File: src/hdl/ols_pkg.sv
// ----------------------------------------------------------------------------
// ols_pkg
// Shared types and codes for the ordered list store: request kinds, status
// codes, datapath operation codes and the controller/datapath bundles.
// ----------------------------------------------------------------------------
package ols_pkg;

    localparam int DEF_CAPACITY = 64;

    localparam int KIND_W  = 3;
    localparam int POS_W   = 7;
    localparam int AMT_W   = 7;
    localparam int WORD_W  = 32;
    localparam int LEN_W   = 7;
    localparam int STAT_W  = 2;
    localparam int OP_W    = 5;

    // request kinds
    localparam logic [KIND_W-1:0] KIND_APPEND = 3'd0;
    localparam logic [KIND_W-1:0] KIND_INSERT = 3'd1;
    localparam logic [KIND_W-1:0] KIND_UPDATE = 3'd2;
    localparam logic [KIND_W-1:0] KIND_DELVAL = 3'd3;
    localparam logic [KIND_W-1:0] KIND_DELPOS = 3'd4;
    localparam logic [KIND_W-1:0] KIND_CLEAR  = 3'd5;
    localparam logic [KIND_W-1:0] KIND_READ   = 3'd6;

    // result status
    localparam logic [STAT_W-1:0] ST_DONE  = 2'd0;
    localparam logic [STAT_W-1:0] ST_RANGE = 2'd1;
    localparam logic [STAT_W-1:0] ST_FULL  = 2'd2;

    // datapath operations, one per cycle
    localparam logic [OP_W-1:0] OP_NONE     = 5'd0;
    localparam logic [OP_W-1:0] OP_LOAD     = 5'd1;
    localparam logic [OP_W-1:0] OP_APPEND   = 5'd2;
    localparam logic [OP_W-1:0] OP_UPDATE   = 5'd3;
    localparam logic [OP_W-1:0] OP_READ     = 5'd4;
    localparam logic [OP_W-1:0] OP_CLEAR    = 5'd5;
    localparam logic [OP_W-1:0] OP_INS_INIT = 5'd6;
    localparam logic [OP_W-1:0] OP_INS_RD   = 5'd7;
    localparam logic [OP_W-1:0] OP_INS_WR   = 5'd8;
    localparam logic [OP_W-1:0] OP_FILL_INIT= 5'd9;
    localparam logic [OP_W-1:0] OP_FILL     = 5'd10;
    localparam logic [OP_W-1:0] OP_INS_END  = 5'd11;
    localparam logic [OP_W-1:0] OP_DV_INIT  = 5'd12;
    localparam logic [OP_W-1:0] OP_FWD_RD   = 5'd13;
    localparam logic [OP_W-1:0] OP_DV_WR    = 5'd14;
    localparam logic [OP_W-1:0] OP_DV_END   = 5'd15;
    localparam logic [OP_W-1:0] OP_DA_INIT  = 5'd16;
    localparam logic [OP_W-1:0] OP_DA_WR    = 5'd17;
    localparam logic [OP_W-1:0] OP_DA_END   = 5'd18;
    localparam logic [OP_W-1:0] OP_RESULT   = 5'd19;

    typedef struct packed {
        logic [OP_W-1:0]   op;
        logic [STAT_W-1:0] status;
        logic              rd_ok;
    } t_dp_cmd;

    typedef struct packed {
        logic len_full;
        logic pos_gt_len;
        logic pos_ge_len;
        logic amt_over;
        logic amt_zero;
        logic src_gt_pos;
        logic src_lt_len;
        logic cnt_zero;
        logic out_free;
    } t_dp_stat;

endpackage

File: src/hdl/ols_datapath.sv
// ----------------------------------------------------------------------------
// ols_datapath
// Entry memory, length and walk pointers, request holding registers and the
// result register. Performs one operation per cycle as told by the controller.
// ----------------------------------------------------------------------------
module ols_datapath
    import ols_pkg::*;
#(
    parameter int CAPACITY = DEF_CAPACITY
) (
    input  logic                     i_clk,
    input  logic                     i_rst_n,
    input  t_dp_cmd                  i_cmd,
    output t_dp_stat                 o_stat,
    input  logic [POS_W-1:0]         i_position,
    input  logic [AMT_W-1:0]         i_amount,
    input  logic signed [WORD_W-1:0] i_value,
    output logic                     o_valid,
    input  logic                     i_stall,
    output logic signed [WORD_W-1:0] o_read_value,
    output logic [LEN_W-1:0]         o_length,
    output logic [STAT_W-1:0]        o_status
);

    localparam int LW = $clog2(CAPACITY + 1);
    localparam int AW = $clog2(CAPACITY);
    localparam int CW = ((LW > POS_W) ? LW : POS_W) + 1;

    logic signed [WORD_W-1:0] mem [CAPACITY];

    logic [LW-1:0]            r_len, r_src, r_dst;
    logic [POS_W-1:0]         r_pos;
    logic [AMT_W-1:0]         r_amt, r_cnt;
    logic signed [WORD_W-1:0] r_val, r_rdata;
    logic                     r_ovalid;
    logic signed [WORD_W-1:0] r_oval;
    logic [LEN_W-1:0]         r_olen;
    logic [STAT_W-1:0]        r_ostat;

    logic [CW-1:0]            pos_c, len_c, amt_c, cap_c, sum_c, src_c;
    logic [LW-1:0]            src_m1, pos_l;
    logic                     rd_en, wr_en, out_free;
    logic [AW-1:0]            rd_addr, wr_addr;
    logic signed [WORD_W-1:0] wr_data;

    // widened operands for the range checks
    always_comb begin
        pos_c  = CW'(r_pos);
        len_c  = CW'(r_len);
        amt_c  = CW'(r_amt);
        cap_c  = CW'(CAPACITY);
        src_c  = CW'(r_src);
        sum_c  = len_c + amt_c;
        src_m1 = r_src - 1'b1;
        pos_l  = pos_c[LW-1:0];
    end

    assign out_free = !r_ovalid || !i_stall;

    // status back to the controller
    always_comb begin
        o_stat.len_full   = (len_c >= cap_c);
        o_stat.pos_gt_len = (pos_c > len_c);
        o_stat.pos_ge_len = (pos_c >= len_c);
        o_stat.amt_over   = (amt_c > (cap_c - len_c));
        o_stat.amt_zero   = (r_amt == '0);
        o_stat.src_gt_pos = (src_c > pos_c);
        o_stat.src_lt_len = (r_src < r_len);
        o_stat.cnt_zero   = (r_cnt == '0);
        o_stat.out_free   = out_free;
    end

    // memory port selection
    always_comb begin
        rd_en   = 1'b0;
        rd_addr = r_src[AW-1:0];
        wr_en   = 1'b0;
        wr_addr = r_dst[AW-1:0];
        wr_data = r_rdata;
        case (i_cmd.op)
            OP_APPEND: begin
                wr_en   = 1'b1;
                wr_addr = r_len[AW-1:0];
                wr_data = r_val;
            end
            OP_UPDATE: begin
                wr_en   = 1'b1;
                wr_addr = pos_l[AW-1:0];
                wr_data = r_val;
            end
            OP_READ: begin
                rd_en   = 1'b1;
                rd_addr = pos_l[AW-1:0];
            end
            OP_INS_RD: begin
                rd_en   = 1'b1;
                rd_addr = src_m1[AW-1:0];
            end
            OP_INS_WR: begin
                wr_en   = 1'b1;
            end
            OP_FILL: begin
                wr_en   = 1'b1;
                wr_data = r_val;
            end
            OP_FWD_RD: begin
                rd_en   = 1'b1;
            end
            OP_DV_WR: begin
                wr_en   = (r_rdata != r_val);
            end
            OP_DA_WR: begin
                wr_en   = 1'b1;
            end
            default: begin
                rd_en   = 1'b0;
            end
        endcase
    end

    // entry store, registered read
    always_ff @(posedge i_clk) begin
        if (wr_en) begin
            mem[wr_addr] <= wr_data;
        end
        if (rd_en) begin
            r_rdata <= mem[rd_addr];
        end
    end

    // request holding registers and walk pointers
    always_ff @(posedge i_clk) begin
        case (i_cmd.op)
            OP_LOAD: begin
                r_pos <= i_position;
                r_amt <= i_amount;
                r_val <= i_value;
            end
            OP_INS_INIT: begin
                r_src <= r_len;
                r_dst <= sum_c[LW-1:0];
            end
            OP_INS_RD: begin
                r_src <= src_m1;
                r_dst <= r_dst - 1'b1;
            end
            OP_FILL_INIT: begin
                r_dst <= pos_l;
                r_cnt <= r_amt;
            end
            OP_FILL: begin
                r_dst <= r_dst + 1'b1;
                r_cnt <= r_cnt - 1'b1;
            end
            OP_DV_INIT: begin
                r_src <= '0;
                r_dst <= '0;
            end
            OP_FWD_RD: begin
                r_src <= r_src + 1'b1;
            end
            OP_DV_WR: begin
                if (r_rdata != r_val) begin
                    r_dst <= r_dst + 1'b1;
                end
            end
            OP_DA_INIT: begin
                r_src <= pos_l + 1'b1;
                r_dst <= pos_l;
            end
            OP_DA_WR: begin
                r_dst <= r_dst + 1'b1;
            end
            default: begin
                r_src <= r_src;
            end
        endcase
    end

    // list length
    always_ff @(posedge i_clk) begin
        if (!i_rst_n) begin
            r_len <= '0;
        end else begin
            case (i_cmd.op)
                OP_APPEND:  r_len <= r_len + 1'b1;
                OP_CLEAR:   r_len <= '0;
                OP_INS_END: r_len <= sum_c[LW-1:0];
                OP_DV_END:  r_len <= r_dst;
                OP_DA_END:  r_len <= r_len - 1'b1;
                default:    r_len <= r_len;
            endcase
        end
    end

    // result register
    always_ff @(posedge i_clk) begin
        if (!i_rst_n) begin
            r_ovalid <= 1'b0;
        end else if (i_cmd.op == OP_RESULT) begin
            r_ovalid <= 1'b1;
        end else if (!i_stall) begin
            r_ovalid <= 1'b0;
        end
    end

    always_ff @(posedge i_clk) begin
        if (i_cmd.op == OP_RESULT) begin
            r_oval  <= i_cmd.rd_ok ? r_rdata : '0;
            r_olen  <= len_c[LEN_W-1:0];
            r_ostat <= i_cmd.status;
        end
    end

    assign o_valid      = r_ovalid;
    assign o_read_value = r_oval;
    assign o_length     = r_olen;
    assign o_status     = r_ostat;

endmodule

File: src/hdl/ols_ctrl.sv
// ----------------------------------------------------------------------------
// ols_ctrl
// Request sequencer: decodes the held request kind and steps the datapath
// through the checks, shift and compaction walks, then posts the result.
// ----------------------------------------------------------------------------
module ols_ctrl
    import ols_pkg::*;
(
    input  logic              i_clk,
    input  logic              i_rst_n,
    input  logic              i_valid,
    output logic              o_stall,
    input  logic [KIND_W-1:0] i_kind,
    input  t_dp_stat          i_stat,
    output t_dp_cmd           o_cmd
);

    localparam logic [3:0] S_IDLE    = 4'd0;
    localparam logic [3:0] S_DISP    = 4'd1;
    localparam logic [3:0] S_INS_CHK = 4'd2;
    localparam logic [3:0] S_INS_WR  = 4'd3;
    localparam logic [3:0] S_FILL    = 4'd4;
    localparam logic [3:0] S_DV_CHK  = 4'd5;
    localparam logic [3:0] S_DV_WR   = 4'd6;
    localparam logic [3:0] S_DA_CHK  = 4'd7;
    localparam logic [3:0] S_DA_WR   = 4'd8;
    localparam logic [3:0] S_RESP    = 4'd9;

    logic [3:0]        r_state, n_state;
    logic [KIND_W-1:0] r_kind, n_kind;
    logic [STAT_W-1:0] r_status, n_status;
    logic              r_rd_ok, n_rd_ok;

    always_comb begin
        n_state    = r_state;
        n_kind     = r_kind;
        n_status   = r_status;
        n_rd_ok    = r_rd_ok;
        o_cmd.op   = OP_NONE;
        o_cmd.status = r_status;
        o_cmd.rd_ok  = r_rd_ok;
        case (r_state)
            S_IDLE: begin
                if (i_valid) begin
                    o_cmd.op = OP_LOAD;
                    n_kind   = i_kind;
                    n_status = ST_DONE;
                    n_rd_ok  = 1'b0;
                    n_state  = S_DISP;
                end
            end
            // decode and range checks
            S_DISP: begin
                n_state = S_RESP;
                case (r_kind)
                    KIND_APPEND: begin
                        if (i_stat.len_full) n_status = ST_FULL;
                        else                 o_cmd.op = OP_APPEND;
                    end
                    KIND_INSERT: begin
                        if (i_stat.pos_gt_len) begin
                            n_status = ST_RANGE;
                        end else if (i_stat.amt_over) begin
                            n_status = ST_FULL;
                        end else if (!i_stat.amt_zero) begin
                            o_cmd.op = OP_INS_INIT;
                            n_state  = S_INS_CHK;
                        end
                    end
                    KIND_UPDATE: begin
                        if (i_stat.pos_ge_len) n_status = ST_RANGE;
                        else                   o_cmd.op = OP_UPDATE;
                    end
                    KIND_DELVAL: begin
                        o_cmd.op = OP_DV_INIT;
                        n_state  = S_DV_CHK;
                    end
                    KIND_DELPOS: begin
                        if (i_stat.pos_ge_len) begin
                            n_status = ST_RANGE;
                        end else begin
                            o_cmd.op = OP_DA_INIT;
                            n_state  = S_DA_CHK;
                        end
                    end
                    KIND_CLEAR: begin
                        o_cmd.op = OP_CLEAR;
                    end
                    KIND_READ: begin
                        if (i_stat.pos_ge_len) begin
                            n_status = ST_RANGE;
                        end else begin
                            o_cmd.op = OP_READ;
                            n_rd_ok  = 1'b1;
                        end
                    end
                    default: begin
                        n_status = ST_DONE;
                    end
                endcase
            end
            // shift the tail up, top entry first
            S_INS_CHK: begin
                if (i_stat.src_gt_pos) begin
                    o_cmd.op = OP_INS_RD;
                    n_state  = S_INS_WR;
                end else begin
                    o_cmd.op = OP_FILL_INIT;
                    n_state  = S_FILL;
                end
            end
            S_INS_WR: begin
                o_cmd.op = OP_INS_WR;
                n_state  = S_INS_CHK;
            end
            // write the run of copies
            S_FILL: begin
                if (i_stat.cnt_zero) begin
                    o_cmd.op = OP_INS_END;
                    n_state  = S_RESP;
                end else begin
                    o_cmd.op = OP_FILL;
                end
            end
            // compaction walk, dropping matches
            S_DV_CHK: begin
                if (i_stat.src_lt_len) begin
                    o_cmd.op = OP_FWD_RD;
                    n_state  = S_DV_WR;
                end else begin
                    o_cmd.op = OP_DV_END;
                    n_state  = S_RESP;
                end
            end
            S_DV_WR: begin
                o_cmd.op = OP_DV_WR;
                n_state  = S_DV_CHK;
            end
            // shift the tail down by one
            S_DA_CHK: begin
                if (i_stat.src_lt_len) begin
                    o_cmd.op = OP_FWD_RD;
                    n_state  = S_DA_WR;
                end else begin
                    o_cmd.op = OP_DA_END;
                    n_state  = S_RESP;
                end
            end
            S_DA_WR: begin
                o_cmd.op = OP_DA_WR;
                n_state  = S_DA_CHK;
            end
            // post result once the output register is free
            S_RESP: begin
                if (i_stat.out_free) begin
                    o_cmd.op = OP_RESULT;
                    n_state  = S_IDLE;
                end
            end
            default: begin
                n_state = S_IDLE;
            end
        endcase
    end

    always_ff @(posedge i_clk) begin
        if (!i_rst_n) begin
            r_state <= S_IDLE;
        end else begin
            r_state <= n_state;
        end
    end

    always_ff @(posedge i_clk) begin
        r_kind   <= n_kind;
        r_status <= n_status;
        r_rd_ok  <= n_rd_ok;
    end

    assign o_stall = (r_state != S_IDLE);

endmodule

File: src/hdl/ordered_list_store.sv
// ----------------------------------------------------------------------------
// ordered_list_store
// Ordered list of signed 32-bit words in a fixed store, with append, insert
// run, update, delete by value, delete at position, clear and read requests.
// ----------------------------------------------------------------------------
//  channel   direction  handshake           payload
//  request   in         i_valid / o_stall   i_kind i_position i_amount i_value
//  result    out        o_valid / i_stall   o_read_value o_length o_status
//
//  One request at a time. Insert shifts the tail up, then writes the run of copies;
//  delete by value and delete at position walk the entries. The walks are bounded by
//  the single port entry memory (one read or write per cycle, registered read).
//  Reset clears the length and the result valid flag; entries need no clearing.
//  A stalled result holds; the next request is taken while it waits.
// ----------------------------------------------------------------------------
module ordered_list_store
    import ols_pkg::*;
#(
    parameter int CAPACITY = DEF_CAPACITY
) (
    input  logic                     i_clk,
    input  logic                     i_rst_n,
    input  logic                     i_valid,
    output logic                     o_stall,
    input  logic [KIND_W-1:0]        i_kind,
    input  logic [POS_W-1:0]         i_position,
    input  logic [AMT_W-1:0]         i_amount,
    input  logic signed [WORD_W-1:0] i_value,
    output logic                     o_valid,
    input  logic                     i_stall,
    output logic signed [WORD_W-1:0] o_read_value,
    output logic [LEN_W-1:0]         o_length,
    output logic [STAT_W-1:0]        o_status
);

    t_dp_cmd  cmd;
    t_dp_stat stat;

    ols_ctrl u_ctrl (
        .i_clk   (i_clk),
        .i_rst_n (i_rst_n),
        .i_valid (i_valid),
        .o_stall (o_stall),
        .i_kind  (i_kind),
        .i_stat  (stat),
        .o_cmd   (cmd)
    );

    ols_datapath #(
        .CAPACITY (CAPACITY)
    ) u_dp (
        .i_clk        (i_clk),
        .i_rst_n      (i_rst_n),
        .i_cmd        (cmd),
        .o_stat       (stat),
        .i_position   (i_position),
        .i_amount     (i_amount),
        .i_value      (i_value),
        .o_valid      (o_valid),
        .i_stall      (i_stall),
        .o_read_value (o_read_value),
        .o_length     (o_length),
        .o_status     (o_status)
    );

endmodule

File: config.mk
export PLATFORM = sky130hd
export DESIGN_NAME = ordered_list_store
export DESIGN_NICKNAME = d
export VERILOG_FILES = /design/src/hdl/ols_pkg.sv /design/src/hdl/ols_datapath.sv /design/src/hdl/ols_ctrl.sv /design/src/hdl/ordered_list_store.sv
export SDC_FILE = /design/constraint.sdc
export NUM_CORES = 2
export LEC_CHECK = 0
export BUFFER_PORTS_ARGS = -buffer_cell sky130_fd_sc_hd__buf_2
export CAP_MARGIN = 20
export CORE_UTILIZATION = 63
export CTS_CLUSTER_SIZE = 8
export DETAILED_ROUTE_END_ITERATION = 8
export GPL_TIMING_DRIVEN = 0
export PLACE_DENSITY = 0.8
export SLEW_MARGIN = 20
export SYNTH_ARGS = -nofsm -noshare
export SYNTH_HDL_FRONTEND = slang
export SYNTH_SLANG_ARGS = --single-unit
File: constraint.sdc
create_clock -name i_clk -period 8.8 [get_ports i_clk]
set_clock_uncertainty 0.2 [all_clocks]
set_input_delay 0.44 -clock i_clk [delete_from_list [all_inputs] [get_ports i_clk]]
set_output_delay 0.44 -clock i_clk [all_outputs]
set_load 0.03 [all_outputs]
==> qor.csv <==
metric;value;unit
drt-initial-drc-count;10000;
postSynth.asyncResetShare;0;
syn_nets;4167;
drc;4;
synthCells;4064;
worst_setup_path_start_kind;flip-flop;
placed_cells;6023;
root_buffer;clkbuf_16;
rr_endpoint;u_dp.r_rdata[10];
routabilityCongestion;0.971;
cts.clk_slew.worst_paths;0.05;ns
status;finished with violations;
dr.pass1.iters;9;
die_w;372;um
cts_made_buffers;325;
die_h;372;um
dpl-instance-area;91500;um2
grt_usage;0.415;
cp_data_required_time;9.33;ns
syn2layout_area_growth;16.5;%
antenna_found_initial;25;
min-delay-start;i_value[25];
fin_crit_sh;0.833;
ff2ff_path_depth;15;
start_util;0.636;
layout-drive-gt1-share;0.263;
pre_cts_ws;1.87;ns
drt_wl_total;284000;um
utilization;0.741;
yosys_warnings;0;
syn_area;86200;um2
ctsResizeCount;0;
maxCapViolCount;0;
peakVddDrop;361;uV
grt_first_pass_wirelength;388000;um
grt_pass1_vias;49800;
worstPathArrival;7.86;ns
ctsHoldBuffers;52;
grt_setup_unrepaired;false;
ys_seq_area_frac;0.767;
final_cells;6429;
coreArea;136000;um2
reg2reg_from;u_dp.pos_l[3];
holdCritPathClass;input pin to flip-flop;
cts.sinks;2206;
r2r_slack;1.47;ns
tritoncts;yes;
ys_seq_elements;2206;
avgSynthCellArea;21.2;um2
row_count;135;
viasPerCell;7.84;
post-cts-setup-buffers;0;
vias;50400;
end_kind;flip-flop;
violations;DRC;
synth_enable_flop_cells;2194;
htree_levels;5;
io_buffers;95;
clk-insertion-delay-late;0.93;ns
nets;4724;
power.leakage;32.0;nW
crit_fanout;10;
yosysUniqueCellTypes;78;
dr_wl_met3;47600;um
hpwl;161000;um
ys.flop_type;edfxtp_1;
grt_start_max_net_pins;65;
fmax;136;MHz
slew_headroom;0.123;
cts_buffer_depth;4;
tns;0;ns
final-setup-viol-count;0;
die-area;138000;um2
highest_layer;met5;
worstMarginPinSlew;1.32;ns
finalHoldViolations;0;
whs_endpoint;u_dp.r_val[25];
hold_path_depth;2;
min_period;7.33;ns
crit_start;u_dp.pos_l[3];
overflow;0;
detail-route-antenna-nets;0;
io_pins;96;
power_density;339;nW/um2
finalInstanceArea;100000;um2
crit_type;flip-flop to flip-flop;
wl_met2;127000;um
met1_length;88300;um
fin_ws;1.47;ns
routedWlPerCell;44.2;um
final-max-slew-violation-count;0;
[Yosys cell counts, types with 10 or more instances]
library cell | n | share of area
inv_1 | 37 | 0.0016
nand2_1 | 88 | 0.0038
a21o_1 | 10 | 0.00087
buf_6 | 23 | 0.0030
buf_2 | 39 | 0.0023
or2_1 | 31 | 0.0022
edfxtp_1 | 2194 | 0.76
dfxtp_1 | 12 | 0.0028
nand3_1 | 22 | 0.0013
nor4_1 | 16 | 0.0012
a22oi_1 | 260 | 0.023
nor2_1 | 130 | 0.0057
nor3_1 | 18 | 0.0010
nor2b_1 | 12 | 0.00087
clkbuf_1 | 106 | 0.0046
a21oi_1 | 54 | 0.0031
mux2_2 | 36 | 0.0047
and2_1 | 37 | 0.0027
xor2_1 | 19 | 0.0019
a211oi_1 | 10 | 0.00087
ha_1 | 47 | 0.0068
o21a_1 | 11 | 0.00096
mux4_2 | 496 | 0.13
nand4_1 | 80 | 0.0058
o21ai_0 | 28 | 0.0016
buf_4 | 14 | 0.0012
buf_1 | 17 | 0.00074
xnor2_1 | 49 | 0.0050
mux2i_1 | 20 | 0.0023
[metrics by stage]
stage | total power (W) | hold slack [ns]
after CTS | 0.0334 | 0.0186
final | 0.0340 | 0.0246
after global routing | 0.0343 | 0.0263
after floorplan | 0.0187 | 0.200
after global placement | 0.0218 | 0.223
after detailed placement | 0.0224 | 0.211
[critical path, cell delays in order, from the launching register on]
cell	delay, ns
edfxtp_1	0.42
clkbuf_1	0.48
inv_1	0.14
ha_1	0.33
o211a_1	0.15
o31ai_2	0.11
a211oi_4	0.63
mux2i_1	0.20
a221oi_2	0.96
buf_2	0.47
nand3_1	0.24
nor2_1	0.67
clkbuf_1	0.86
a22oi_1	0.57
nand4_1	0.42
or2_1	0.31
[cell usage in the layout (no fill, tap or decap), drive strengths merged, types with 33 or more instances in the layout]
master	netlist	final
buf	93	270
nand2	88	88
dlygate4sd3	0	52
edfxtp	2194	2194
a21oi	54	54
nand4	80	80
xnor2	49	49
inv	39	44
clkbuf	106	446
and2	37	37
ha	47	47
or2	33	33
a22oi	260	260
mux4	496	496
nor2	133	133
mux2	38	38
[kinds of logic after synthesis]
family | Yosys count | share of synthesized area
muxes | 554 | 0.137
xor gates and xnor gates | 68 | 0.00691
buffers and inverters | 238 | 0.0135
and+or+nand+nor | 479 | 0.0285
DFF | 2206 | 0.767
adders and majority gates | 50 | 0.00752
AOI/OAI and AO/OA | 469 | 0.0398
[metal layers]
metal,GRT usage,up-vias
met4,0.232,32
li1,-,18200
met5,0.000350,-
met2,0.620,5781
met3,0.171,1352
met1,0.520,25100
[layout make-up]
type	count	area [um2]
flip-flops and latches	2206	66100
fillers	6783	35200
multi-input cells	1620	19600
clock buffers	339	8330
repair buffers	230	2960
well taps	1781	2230
plain buffers	199	1030
inverters	39	146
clock inverters	6	60.1
diodes	9	22.5
[report_power, final]
group | switching [W] | internal, W | total [W] | leakage [nW]
Combinational | 0.00642 | 0.00253 | 0.00895 | 8.00
Sequential | 0.000325 | 0.0138 | 0.0141 | 19.9
Clock | 0.00438 | 0.00659 | 0.0110 | 4.13
Total | 0.0111 | 0.0229 | 0.0340 | 32.0
[flip-flops by register name, indices dropped and copies added (netlist names), 3 cells and up]
| register | count |
|---|---|
| u_dp.r_src | 7 |
| u_dp.o_length | 7 |
| u_dp.r_len | 7 |
| u_dp.r_val | 32 |
| u_dp.r_rdata | 32 |
| u_dp.r_dst | 7 |
| u_dp.r_cnt | 7 |
| u_dp.r_amt | 7 |
| u_dp.pos_l | 7 |
| u_dp.mem | 2048 |
| u_ctrl.r_state | 4 |
| u_ctrl.r_kind | 3 |
| u_dp.o_read_value | 32 |
[worst max-delay path by stage]
stage                       end  slack (ns)  depth (start not counted)
2_1_floorplan   u_dp.mem[56][0]        2.29                         10
3_3_place_gp    u_dp.mem[35][9]       -1.23                         10
3_5_place_dp   u_dp.mem[14][11]        1.87                         17
4_1_cts        u_dp.r_rdata[16]        1.83                         15
5_1_grt         u_dp.mem[58][0]        1.46                         17
6_report       u_dp.r_rdata[10]        1.47                         15
No activity file was read; power rests on OpenSTA's default activity.
